### src/rtl/core/gdn_pkg.sv
// Shared types, constants and calendar tables for the date-to-day-number pipeline.
package gdn_pkg;

    localparam int unsigned YEAR_W   = 14;
    localparam int unsigned MONTH_W  = 4;
    localparam int unsigned DAY_W    = 5;
    localparam int unsigned PROD_W   = 27;
    localparam int unsigned Q100_W   = 8;
    localparam int unsigned YDAY_W   = 9;
    localparam int unsigned SERIAL_W = 23;
    localparam int unsigned OUT_SERIAL_W = 22;

    localparam logic [YEAR_W-1:0]  MAX_YEAR   = 14'd9999;
    localparam logic [12:0]        RECIP_100  = 13'd5243;   // ceil(2^19 / 100)
    localparam int unsigned        RECIP_SHIFT = 19;
    localparam logic [YEAR_W-1:0]  CENTURY    = 14'd100;
    localparam logic [YEAR_W-1:0]  CENTURY_LAST = 14'd99;
    localparam logic [SERIAL_W-1:0] DAYS_PER_YEAR = 23'd365;
    localparam logic [MONTH_W-1:0] MONTH_JAN  = 4'd1;
    localparam logic [MONTH_W-1:0] MONTH_FEB  = 4'd2;
    localparam logic [MONTH_W-1:0] MONTH_DEC  = 4'd12;
    localparam logic [DAY_W-1:0]   FEB_LEAP_LEN = 5'd29;

    localparam logic [1:0] ORD_EARLIER = 2'd0;
    localparam logic [1:0] ORD_EQUAL   = 2'd1;
    localparam logic [1:0] ORD_LATER   = 2'd2;

    typedef struct packed {
        logic [YEAR_W-1:0]  p;       // year - 1, zero for year 0
        logic [PROD_W-1:0]  prod;    // p * RECIP_100
        logic               yzero;
        logic               ybig;
        logic [MONTH_W-1:0] month;
        logic [DAY_W-1:0]   day;
    } div_t;

    typedef struct packed {
        logic [YEAR_W-1:0]  p;
        logic [Q100_W-1:0]  q100;
        logic               leap;
        logic               ok;
        logic [YDAY_W-1:0]  yday;
    } cal_t;

    typedef struct packed {
        logic [SERIAL_W-1:0] serial;
        logic [YDAY_W-1:0]   yday;
        logic                leap;
        logic                ok;
    } ser_t;

    function automatic logic [DAY_W-1:0] month_len(input logic [MONTH_W-1:0] m);
        logic [DAY_W-1:0] r;
        begin
            case (m)
                4'd1, 4'd3, 4'd5, 4'd7, 4'd8, 4'd10, 4'd12: r = 5'd31;
                4'd4, 4'd6, 4'd9, 4'd11:                   r = 5'd30;
                4'd2:                                      r = 5'd28;
                default:                                   r = 5'd0;
            endcase
            return r;
        end
    endfunction

    function automatic logic [YDAY_W-1:0] days_before_month(input logic [MONTH_W-1:0] m);
        logic [YDAY_W-1:0] r;
        begin
            case (m)
                4'd2:    r = 9'd31;
                4'd3:    r = 9'd59;
                4'd4:    r = 9'd90;
                4'd5:    r = 9'd120;
                4'd6:    r = 9'd151;
                4'd7:    r = 9'd181;
                4'd8:    r = 9'd212;
                4'd9:    r = 9'd243;
                4'd10:   r = 9'd273;
                4'd11:   r = 9'd304;
                4'd12:   r = 9'd334;
                default: r = 9'd0;
            endcase
            return r;
        end
    endfunction

    // 2^3 == 1 mod 7: fold octal digits
    function automatic logic [2:0] mod7(input logic [OUT_SERIAL_W-1:0] v);
        logic [23:0] x;
        logic [5:0]  s;
        logic [3:0]  t;
        logic [3:0]  u;
        begin
            x = {2'b00, v};
            s = 6'd0;
            for (int i = 0; i < 8; i++)
            begin
                s = s + {3'b000, x[3*i +: 3]};
            end
            t = {1'b0, s[5:3]} + {1'b0, s[2:0]};
            u = {3'b000, t[3]} + {1'b0, t[2:0]};
            return (u[2:0] == 3'd7) ? 3'd0 : u[2:0];
        end
    endfunction

endpackage

### src/rtl/core/gdn_div_stage.sv
// Stage 1: year offset and reciprocal product for the divide by 100.
module gdn_div_stage
(
    input  logic                         clk,
    input  logic                         en,
    input  logic [gdn_pkg::YEAR_W-1:0]   year,
    input  logic [gdn_pkg::MONTH_W-1:0]  month,
    input  logic [gdn_pkg::DAY_W-1:0]    day,
    output gdn_pkg::div_t                q
);

    gdn_pkg::div_t s1_reg;
    gdn_pkg::div_t s1_next;
    logic          yzero;

    always_comb
    begin
        yzero         = (year == '0);
        s1_next.yzero = yzero;
        s1_next.ybig  = (year > gdn_pkg::MAX_YEAR);
        s1_next.p     = yzero ? '0 : year - 14'd1;
        s1_next.prod  = gdn_pkg::PROD_W'(s1_next.p) * gdn_pkg::PROD_W'(gdn_pkg::RECIP_100);
        s1_next.month = month;
        s1_next.day   = day;
    end

    always_ff @(posedge clk)
    begin
        if (en)
        begin
            s1_reg <= s1_next;
        end
    end

    assign q = s1_reg;

endmodule

### src/rtl/core/gdn_cal_stage.sv
// Stage 2: century quotient, leap rule, date check and ordinal day.
module gdn_cal_stage
(
    input  logic          clk,
    input  logic          en,
    input  gdn_pkg::div_t d,
    output gdn_pkg::cal_t q
);

    gdn_pkg::cal_t                s2_reg;
    gdn_pkg::cal_t                s2_next;
    logic [gdn_pkg::Q100_W-1:0]   q100;
    logic [gdn_pkg::YEAR_W-1:0]   rem;
    logic                         cent;
    logic                         leap;
    logic [gdn_pkg::DAY_W-1:0]    len;

    always_comb
    begin
        q100 = d.prod[gdn_pkg::RECIP_SHIFT +: gdn_pkg::Q100_W];
        rem  = d.p - gdn_pkg::YEAR_W'(q100) * gdn_pkg::CENTURY;
        // year % 100 == 0 <=> (year - 1) % 100 == 99
        cent = (rem == gdn_pkg::CENTURY_LAST);
        leap = d.yzero
             | ((d.p[1:0] == 2'b11) & ~cent)
             | (cent & (q100[1:0] == 2'b11));
        len  = ((d.month == gdn_pkg::MONTH_FEB) && leap) ? gdn_pkg::FEB_LEAP_LEN
                                                        : gdn_pkg::month_len(d.month);
        s2_next.p    = d.p;
        s2_next.q100 = q100;
        s2_next.leap = leap;
        s2_next.ok   = ~d.yzero & ~d.ybig
                     & (d.month >= gdn_pkg::MONTH_JAN) & (d.month <= gdn_pkg::MONTH_DEC)
                     & (d.day != '0) & (d.day <= len);
        s2_next.yday = gdn_pkg::days_before_month(d.month) + gdn_pkg::YDAY_W'(d.day)
                     + gdn_pkg::YDAY_W'((d.month > gdn_pkg::MONTH_FEB) && leap);
    end

    always_ff @(posedge clk)
    begin
        if (en)
        begin
            s2_reg <= s2_next;
        end
    end

    assign q = s2_reg;

endmodule

### src/rtl/core/gdn_serial_stage.sv
// Stage 3: closed-form days before the year plus the ordinal day.
module gdn_serial_stage
(
    input  logic          clk,
    input  logic          en,
    input  gdn_pkg::cal_t d,
    output gdn_pkg::ser_t q
);

    gdn_pkg::ser_t                  s3_reg;
    gdn_pkg::ser_t                  s3_next;
    logic [gdn_pkg::SERIAL_W-1:0]   dby;

    always_comb
    begin
        dby = gdn_pkg::SERIAL_W'(d.p) * gdn_pkg::DAYS_PER_YEAR
            + gdn_pkg::SERIAL_W'(d.p[gdn_pkg::YEAR_W-1:2])
            - gdn_pkg::SERIAL_W'(d.q100)
            + gdn_pkg::SERIAL_W'(d.q100[gdn_pkg::Q100_W-1:2]);
        s3_next.serial = dby + gdn_pkg::SERIAL_W'(d.yday);
        s3_next.yday   = d.yday;
        s3_next.leap   = d.leap;
        s3_next.ok     = d.ok;
    end

    always_ff @(posedge clk)
    begin
        if (en)
        begin
            s3_reg <= s3_next;
        end
    end

    assign q = s3_reg;

endmodule

### src/rtl/core/gregorian_date_to_day_number.sv
// Top level: four-stage date to serial day, weekday and ordering pipeline.
//
//   channel  signals                                   direction
//   in       in_valid/in_ready, year..ref_day          request in
//   out      out_valid/out_ready, date_valid..order    result out
//
// One request per cycle while out_ready allows; out_valid rises once the request clears stages 1 to 4.
// Stage 1 multiply, stage 2 leap/check, stage 3 serial, stage 4 mod 7/compare.
// rst_n clears only the stage valid bits.
// A stage holds when it is full and the one after it holds; bubbles collapse.
module gregorian_date_to_day_number
(
    input  logic                              clk,
    input  logic                              rst_n,
    input  logic                              in_valid,
    output logic                              in_ready,
    input  logic [gdn_pkg::YEAR_W-1:0]        year,
    input  logic [gdn_pkg::MONTH_W-1:0]       month,
    input  logic [gdn_pkg::DAY_W-1:0]         day,
    input  logic [gdn_pkg::YEAR_W-1:0]        ref_year,
    input  logic [gdn_pkg::MONTH_W-1:0]       ref_month,
    input  logic [gdn_pkg::DAY_W-1:0]         ref_day,
    output logic                              out_valid,
    input  logic                              out_ready,
    output logic                              date_valid,
    output logic [gdn_pkg::OUT_SERIAL_W-1:0]  serial_day,
    output logic [2:0]                        week_day,
    output logic [gdn_pkg::YDAY_W-1:0]        day_of_year,
    output logic                              leap_year,
    output logic [1:0]                        order
);

    logic v1_reg, v2_reg, v3_reg, v4_reg;
    logic en1, en2, en3, en4;
    logic [gdn_pkg::MONTH_W-1:0] ref_month_c;

    gdn_pkg::div_t dat_s1, ref_s1;
    gdn_pkg::cal_t dat_s2, ref_s2;
    gdn_pkg::ser_t dat_s3, ref_s3;

    logic                             ok_reg, ok_next;
    logic [gdn_pkg::OUT_SERIAL_W-1:0] serial_reg, serial_next;
    logic [2:0]                       wday_reg, wday_next;
    logic [gdn_pkg::YDAY_W-1:0]       yday_reg, yday_next;
    logic                             leap_reg, leap_next;
    logic [1:0]                       ord_reg, ord_next;

    assign en4      = ~v4_reg | out_ready;
    assign en3      = ~v3_reg | en4;
    assign en2      = ~v2_reg | en3;
    assign en1      = ~v1_reg | en2;
    assign in_ready = en1;

    always_comb
    begin
        if (ref_month < gdn_pkg::MONTH_JAN)
        begin
            ref_month_c = gdn_pkg::MONTH_JAN;
        end
        else if (ref_month > gdn_pkg::MONTH_DEC)
        begin
            ref_month_c = gdn_pkg::MONTH_DEC;
        end
        else
        begin
            ref_month_c = ref_month;
        end
    end

    gdn_div_stage u_dat_div (.clk(clk), .en(en1), .year(year), .month(month),
                             .day(day), .q(dat_s1));
    gdn_div_stage u_ref_div (.clk(clk), .en(en1), .year(ref_year), .month(ref_month_c),
                             .day(ref_day), .q(ref_s1));
    gdn_cal_stage u_dat_cal (.clk(clk), .en(en2), .d(dat_s1), .q(dat_s2));
    gdn_cal_stage u_ref_cal (.clk(clk), .en(en2), .d(ref_s1), .q(ref_s2));
    gdn_serial_stage u_dat_ser (.clk(clk), .en(en3), .d(dat_s2), .q(dat_s3));
    gdn_serial_stage u_ref_ser (.clk(clk), .en(en3), .d(ref_s2), .q(ref_s3));

    always_comb
    begin
        ok_next     = dat_s3.ok;
        leap_next   = dat_s3.leap;
        serial_next = '0;
        wday_next   = '0;
        yday_next   = '0;
        ord_next    = gdn_pkg::ORD_EARLIER;
        if (dat_s3.ok)
        begin
            serial_next = dat_s3.serial[gdn_pkg::OUT_SERIAL_W-1:0];
            wday_next   = gdn_pkg::mod7(dat_s3.serial[gdn_pkg::OUT_SERIAL_W-1:0]);
            yday_next   = dat_s3.yday;
            if (dat_s3.serial < ref_s3.serial)
            begin
                ord_next = gdn_pkg::ORD_EARLIER;
            end
            else if (dat_s3.serial == ref_s3.serial)
            begin
                ord_next = gdn_pkg::ORD_EQUAL;
            end
            else
            begin
                ord_next = gdn_pkg::ORD_LATER;
            end
        end
    end

    always_ff @(posedge clk or negedge rst_n)
    begin
        if (!rst_n)
        begin
            v1_reg <= 1'b0;
            v2_reg <= 1'b0;
            v3_reg <= 1'b0;
            v4_reg <= 1'b0;
        end
        else
        begin
            if (en1)
            begin
                v1_reg <= in_valid;
            end
            if (en2)
            begin
                v2_reg <= v1_reg;
            end
            if (en3)
            begin
                v3_reg <= v2_reg;
            end
            if (en4)
            begin
                v4_reg <= v3_reg;
            end
        end
    end

    always_ff @(posedge clk)
    begin
        if (en4)
        begin
            ok_reg     <= ok_next;
            serial_reg <= serial_next;
            wday_reg   <= wday_next;
            yday_reg   <= yday_next;
            leap_reg   <= leap_next;
            ord_reg    <= ord_next;
        end
    end

    assign out_valid   = v4_reg;
    assign date_valid  = ok_reg;
    assign serial_day  = serial_reg;
    assign week_day    = wday_reg;
    assign day_of_year = yday_reg;
    assign leap_year   = leap_reg;
    assign order       = ord_reg;

endmodule

### config.mk
export PLATFORM = sky130hd
export DESIGN_NAME = gregorian_date_to_day_number
export DESIGN_NICKNAME = d
export VERILOG_FILES = /design/src/rtl/core/gdn_pkg.sv /design/src/rtl/core/gdn_div_stage.sv /design/src/rtl/core/gdn_cal_stage.sv /design/src/rtl/core/gdn_serial_stage.sv /design/src/rtl/core/gregorian_date_to_day_number.sv
export SDC_FILE = /design/constraint.sdc
export NUM_CORES = 1
export LEC_CHECK = 0
export ABC_AREA = 1
export BUFFER_PORTS_ARGS = -buffer_cell sky130_fd_sc_hd__buf_2
export CORE_UTILIZATION = 60
export DETAILED_ROUTE_END_ITERATION = 10
export GPL_TIMING_DRIVEN = 0
export PLACE_DENSITY = 0.83
export SLEW_MARGIN = 25
export SYNTH_ARGS = -nofsm -noshare
export SYNTH_HDL_FRONTEND = slang
export SYNTH_SLANG_ARGS = --single-unit
### constraint.sdc
create_clock -name clk -period 9.7 [get_ports clk]
set_input_delay 1.94 -clock clk [delete_from_list [all_inputs] [get_ports clk]]
set_output_delay 1.94 -clock clk [all_outputs]
set_load 0.005 [all_outputs]
# Word level (Yosys, flattened, before mapping)
# Memories as Yosys holds them, arrays and structs flattened. A register that Yosys moved wholly into a read port is not among the register bits.
# Cells that the tools add are included.
dict set report word_totals {
  reg_bits 266
  rom_bits 368
  elab_cells 129
  mem_count 3
}
# memory words width read_ports rd_ports_with_merged_regs write_ports line
set mem_list {}
lappend mem_list {{(no name shown)} 16 9 1 1 0 gdn_pkg.sv:68} ;# case (m)
lappend mem_list {{(no name shown)} 16 9 1 0 0 gdn_pkg.sv:68}
lappend mem_list {{(no name shown)} 16 5 1 1 0 gdn_pkg.sv:55} ;# case (m)
dict set report op_classes {
  addsub 25
  n_mul 6
  order_cmp 9
  n_eq_ne 9
  mux 7
  bitwise 26
  n_reduce_logical 9
}
# operator count
set op_table {}
lappend op_table {{$mul A14 B13 Y27 const B} 2}
lappend op_table {{$add A23 B12 Y23} 2}
lappend op_table {{$add A23 B6 Y23} 2}
lappend op_table {{$add A23 B9 Y23} 2}
lappend op_table {{$mul A14 B9 Y23 const B} 2}
lappend op_table {{$sub A23 B8 Y23} 2}
lappend op_table {{$eq A14 B7 Y1 const B} 2}
lappend op_table {{$logic_not A14 Y1} 2}
lappend op_table {{$mux W14} 2}
lappend op_table {{$sub A14 B1 Y14 const B} 2}
lappend op_table {{$sub A14 B14 Y14} 2}
lappend op_table {{$mul A8 B5 Y12 const B} 2}
lappend op_table {{$eq A23 B23 Y1} 1}
lappend op_table {{$lt A23 B23 Y1} 1}
lappend op_table {{$add A6 B3 Y6} 3}
lappend op_table {{$add A9 B1 Y9} 2}
lappend op_table {{$add A9 B5 Y9} 2}
lappend op_table {{$gt A14 B14 Y1 const B} 1}
lappend op_table {{$mux W4} 3}
lappend op_table {{$and A1 B1 Y1} 9}
lappend op_table {{$not A1 Y1} 9}
lappend op_table {{$add A3 B3 Y4} 2}
lappend op_table {{$eq A2 B2 Y1 const B} 4}
lappend op_table {{$gt A4 B2 Y1 const B} 2}
lappend op_table {{other kinds (17)} 28}

# Depth between registers and ports, before layout
dict set report depth {
  ltp_word 11
  ltp_mapped 30
  depth_no_buf 30
}

# By module
# From an unflattened synthesis, not the netlist that was laid out.
dict set report hier_totals {
  hier_cells 3783
  hier_area_um2 32791.4
}
# mod n_inst cells_per_inst area_per_inst_um2 seq_area_each_um2
set by_module_without_submodules {}
lappend by_module_without_submodules {gdn_div_stage 2 710 6198.4 1531.5}
lappend by_module_without_submodules {gdn_cal_stage 2 387 3094.2 991.0}
lappend by_module_without_submodules {{gdn_serial_stage (u_ref_ser)} 1 629 5657.9 1021.0}
lappend by_module_without_submodules {{gdn_serial_stage (u_dat_ser)} 1 633 5620.4 1021.0}
lappend by_module_without_submodules {gregorian_date_to_day_number 1 327 2927.8 1241.2}

# Least setup slack after synthesis
# Ideal clock, no wire load.
dict set report synth_path {
  kind {input port to flip-flop}
  start {in year[2] (netlist bit)}
  end {reg u_dat_div.s1_reg, in the netlist u_dat_div.q[34], data pin}
  setup_time_ns 0.262
  arrival_time_ns 6.743
  slack_ns 2.695
  path_stages 27
  path_cell_list {nor2_1 -> nand2_1 -> nor3_2 -> nand2_1 -> inv_1 -> nand2_1 -> inv_1 -> nand2_1 -> inv_1 -> nor2_1 -> nor3_1 -> ha_1 -> inv_1 -> fa_1 -> fa_1 -> inv_1 -> fa_1 -> fa_1 -> ha_1 -> nand2_1 -> nor2_1 -> inv_1 -> o21ai_0 -> nand2_1 -> nand3_1 -> a21oi_1 -> xor2_1}
}
# item line
set synth_rtl {}
lappend synth_rtl {{start, declared} gregorian_date_to_day_number.sv:17} ;# input logic [gdn_pkg::YEAR_W-1:0] year,
lappend synth_rtl {{end signal, assigned} gdn_div_stage.sv:31} ;# s1_reg <= s1_next;
lappend synth_rtl {{end, declared} gdn_div_stage.sv:12} ;# gdn_pkg::div_t s1_reg;

==> metrics.yaml <==
yosys:
  postSynth.topFlopCell: "sky130_fd_sc_hd__edfxtp_1"
  syn_area_per_cell_um2: 9.56
  synth.mux.area_fraction_pct: 0.0348
  synthesis.area_um2: 28700
  compound_gate_fraction_of_synth_area_pct: 5.67
  yosys.area_share.adder_pct: 45.0
  yosys_warnings: 0
  fraction_of_registers_with_async_set_reset_pct: 1.67
  post_synth_and_or_nand_nor_area_fraction_pct: 11.1
  largest_family_of_logic_cells_by_synthesized_area: "adder cells"
  synth_seq_cells: 240
  number_of_instances_in_the_synthesized_netlist: 3006
  synth-edff-count: 224
  yosys.area_share.xor_xnor_pct: 3.17
  ys_seq_area_share_pct: 24.6
  synth.distinct_cells: 52
  synth.net_count: 3894
detailed_routing:
  initialDrtViolationCount: 1187
  dr_wl_met2_um: 29400
  total_wirelength_of_the_detailed_routed_design_um: 58500
  wl_met3_um: 2440
  vias: 19700
  wl_met1_um: 25100
  via_per_inst: 5.27
  drt_first_pass_iters: 8
  topRoutingLayerUsed: "met4"
  routed_wire_length_per_instance_um: 15.6
  remaining_drc_errors: 9
  postRouteAntennaNets: 0
floorplan:
  fp-row-count: 79
  die-area_um2: 48800
  core-area_um2: 46900
  floorplan.die.width_um: 221
  die_h_um: 221
  pin_count: 90
  starting_density_of_the_core_pct: 61.3
clock_network:
  tritoncts: "built"
  cts_resized: 0
  h_tree_levels: 1
  clock_latency_ns: 0.57
  clock_path_buffers: 3
  clkSinkCount: 240
  cts_hold_buf: 0
  postCtsSetupRepairBufs: 0
  numCtsBuffers: 25
  clock_tree.root_cell: "sky130_fd_sc_hd__clkbuf_16"
  cts.clk_slew.worst_paths_ns: 0.07
final_layout:
  antenna_cells: 0
  layout_common_cells: "sky130_fd_sc_hd__inv_1 (780), sky130_fd_sc_hd__ha_1 (511), sky130_fd_sc_hd__nand2_1 (407)"
  final_nets: 4010
  ratio_of_cells_with_drive_above_1_in_the_final_layout_pct: 5.45
  area_overhead_of_the_layout_relative_to_synthesis_pct: 7.43
  filler_cell_count: 3550
  number_of_flip_flops_in_the_largest_register: 34
  final_common_cell: "sky130_fd_sc_hd__inv_1"
placement:
  buffer_ports.inserted: 88
  final_wtd_congestion: 0.902
  post-dp-hpwl_um: 49800
setup_path:
  crit_fanout: 7
  required_ns: 10.02
  worst-endpoint-arrival_ns: 7.44
  worstSetupPathType: "in2reg"
  startpoint_type: "input pin"
  r2r_slack_ns: 3.61
  reg2reg_depth: 29
  setup.worst_path.end_class: "flop"
run_status:
  failing_checks: "DRC"
  status: "finished, violations left"
global_route:
  global_route_wire_length_before_repair_um: 99800
  global_route.overflow_total: 0
  first_global_vias: 21000
  grt_usage_pct: 25.1
  largest_net_degree_at_the_start_of_global_routing: 76
  number_of_antenna_violations_at_the_first_check_in_global_routing: 0
sta:
  timing.fmax_mhz: 140
  period_share_pct: 73.4
  setup-violations-final: 0
  fin_skew_ns: 0.0256
  tns_ns: 0
  drv_slew: 0
  report.final.hold_viol_count: 0
  hold_ws_ns: 0.429
  timing.max_slew.rel_slack_pct: 34.3
  layout_min_cycle_time_ns: 7.12
  rsz0062_at_grt: "no"
  max_slew.worst_pin.slew_ns: 0.986
min_path:
  worstHoldPathType: "reg2reg"
  worst_hold_path.num_cells: 0
job:
  cap_viol_max_count: 0
[through the flow]
step | setup slack, ns | util, % | cell area, um^2 | std cells
after detailed placement | 1.86 | 64.0 | 30000 | 3702
after CTS | 2.41 | 65.9 | 30900 | 3746
after floorplan | 2.70 | - | 28700 | 3006
after global placement | 1.74 | 63.9 | 29900 | 3701
final | 2.58 | 65.9 | 30900 | 3746
after global routing | 2.07 | 65.9 | 30900 | 3746
[cell families (layout without fill, tap and decap cells)]
| logic type | after synthesis | count (layout) |
|---|---|---|
| multiplexers | 1 | 1 |
| AND/OR/NAND/NOR | 739 | 739 |
| XOR/XNOR | 104 | 104 |
| flip-flops | 240 | 240 |
| adder cells (fa/ha/maj) | 838 | 838 |
| AO/OA/AOI/OAI | 289 | 289 |
| buffers and inverters | 795 | 928 |
[cell type report]
class,count,area (um^2),area share (%)
plain buffers,9,41.3,0.134
clock buffers,29,671,2.17
clock inverters,15,221,0.718
inverters,786,2960,9.58
multi-input cells,1971,18700,60.5
flip-flops and latches,240,7070,22.9
well taps,607,759,2.46
repair buffers,89,468,1.52
[path summary, 6_finish.rpt]
| kind | start | end |
|---|---|---|
| worst max-delay path | year[2] | u_dat_div.q[37]$_DFFE_PN_ |
| worst min-delay path | u_dat_cal.q[10]$_DFFE_PP_ | u_dat_ser.q[1]$_DFFE_PP_ |
| worst max register to register | u_dat_div.q[32]$_DFFE_PN_ | u_dat_cal.q[8]$_DFFE_PP_ |
| worst min register to register | u_dat_cal.q[10]$_DFFE_PP_ | u_dat_ser.q[1]$_DFFE_PP_ |
| max in group asynchronous | rst_n | v2_reg$_DFFE_PN0P_ |
| min in group asynchronous | rst_n | v3_reg$_DFFE_PN0P_ |
[worst max-delay path, stage by stage]
cell	delay, ns
sky130_fd_sc_hd__buf_2	0.12
sky130_fd_sc_hd__nor2_1	0.10
sky130_fd_sc_hd__nand2_1	0.09
sky130_fd_sc_hd__nor3_2	0.16
sky130_fd_sc_hd__nand2_1	0.07
sky130_fd_sc_hd__inv_1	0.10
sky130_fd_sc_hd__nand2_1	0.08
sky130_fd_sc_hd__inv_1	0.08
sky130_fd_sc_hd__nand2_1	0.06
sky130_fd_sc_hd__inv_1	0.07
sky130_fd_sc_hd__nor2_1	0.05
sky130_fd_sc_hd__nor3_2	0.65
sky130_fd_sc_hd__ha_1	0.39
sky130_fd_sc_hd__inv_1	0.08
sky130_fd_sc_hd__fa_1	0.45
sky130_fd_sc_hd__fa_1	0.53
sky130_fd_sc_hd__inv_1	0.06
sky130_fd_sc_hd__fa_1	0.46
sky130_fd_sc_hd__fa_1	0.50
sky130_fd_sc_hd__ha_1	0.38
sky130_fd_sc_hd__nand2_1	0.10
sky130_fd_sc_hd__nor2_1	0.11
sky130_fd_sc_hd__inv_1	0.05
sky130_fd_sc_hd__nor3_1	0.15
sky130_fd_sc_hd__nand3_1	0.10
sky130_fd_sc_hd__nand3_1	0.23
sky130_fd_sc_hd__a21oi_1	0.13
sky130_fd_sc_hd__xor2_1	0.16
[Yosys cell counts (2+ instances only)]
cell type | instances | area (um^2)
sky130_fd_sc_hd__o21a_1 | 4 | 30.0
sky130_fd_sc_hd__a31oi_1 | 11 | 68.8
sky130_fd_sc_hd__o21ai_0 | 75 | 375
sky130_fd_sc_hd__dfrtp_1 | 4 | 100
sky130_fd_sc_hd__o21bai_1 | 10 | 75.1
sky130_fd_sc_hd__nor2_4 | 2 | 22.5
sky130_fd_sc_hd__o21ai_1 | 4 | 20.0
sky130_fd_sc_hd__nand3_1 | 94 | 470
sky130_fd_sc_hd__ha_1 | 511 | 6390
sky130_fd_sc_hd__a21o_1 | 8 | 60.1
sky130_fd_sc_hd__or3_1 | 2 | 12.5
sky130_fd_sc_hd__nor2_1 | 145 | 544
sky130_fd_sc_hd__nand2_2 | 2 | 12.5
sky130_fd_sc_hd__nand2_4 | 2 | 22.5
sky130_fd_sc_hd__nand4_1 | 27 | 169
sky130_fd_sc_hd__clkbuf_1 | 8 | 30.0
sky130_fd_sc_hd__o22ai_1 | 2 | 12.5
sky130_fd_sc_hd__nand2_1 | 407 | 1530
sky130_fd_sc_hd__a21oi_1 | 140 | 701
sky130_fd_sc_hd__o21ai_2 | 5 | 43.8
sky130_fd_sc_hd__nor4_1 | 8 | 50.1
sky130_fd_sc_hd__fa_1 | 327 | 6550
sky130_fd_sc_hd__o221ai_1 | 2 | 17.5
sky130_fd_sc_hd__inv_1 | 782 | 2940
sky130_fd_sc_hd__nand3b_1 | 3 | 22.5
sky130_fd_sc_hd__dfxtp_1 | 12 | 240
sky130_fd_sc_hd__o31ai_1 | 6 | 45.0
sky130_fd_sc_hd__nor3_2 | 5 | 50.1
sky130_fd_sc_hd__xnor2_1 | 33 | 289
sky130_fd_sc_hd__xor2_1 | 71 | 622
sky130_fd_sc_hd__or2_2 | 8 | 50.1
sky130_fd_sc_hd__o211ai_1 | 9 | 67.6
sky130_fd_sc_hd__edfxtp_1 | 224 | 6730
sky130_fd_sc_hd__nor3_1 | 23 | 115
sky130_fd_sc_hd__and2_1 | 3 | 18.8
sky130_fd_sc_hd__inv_2 | 3 | 11.3
sky130_fd_sc_hd__nor3b_1 | 3 | 22.5
sky130_fd_sc_hd__a211oi_1 | 7 | 52.6
[layer usage]
layer  global-route usage, %  vias to the layer above
met5                       0                        -
met4                    7.74                        0
met3                    2.67                      111
met2                    45.0                      437
met1                    31.9                     9403
li1                        -                     9772
Power is not shown: default switching activity piles up to over one toggle a cycle in this logic, so the estimate is an artifact.
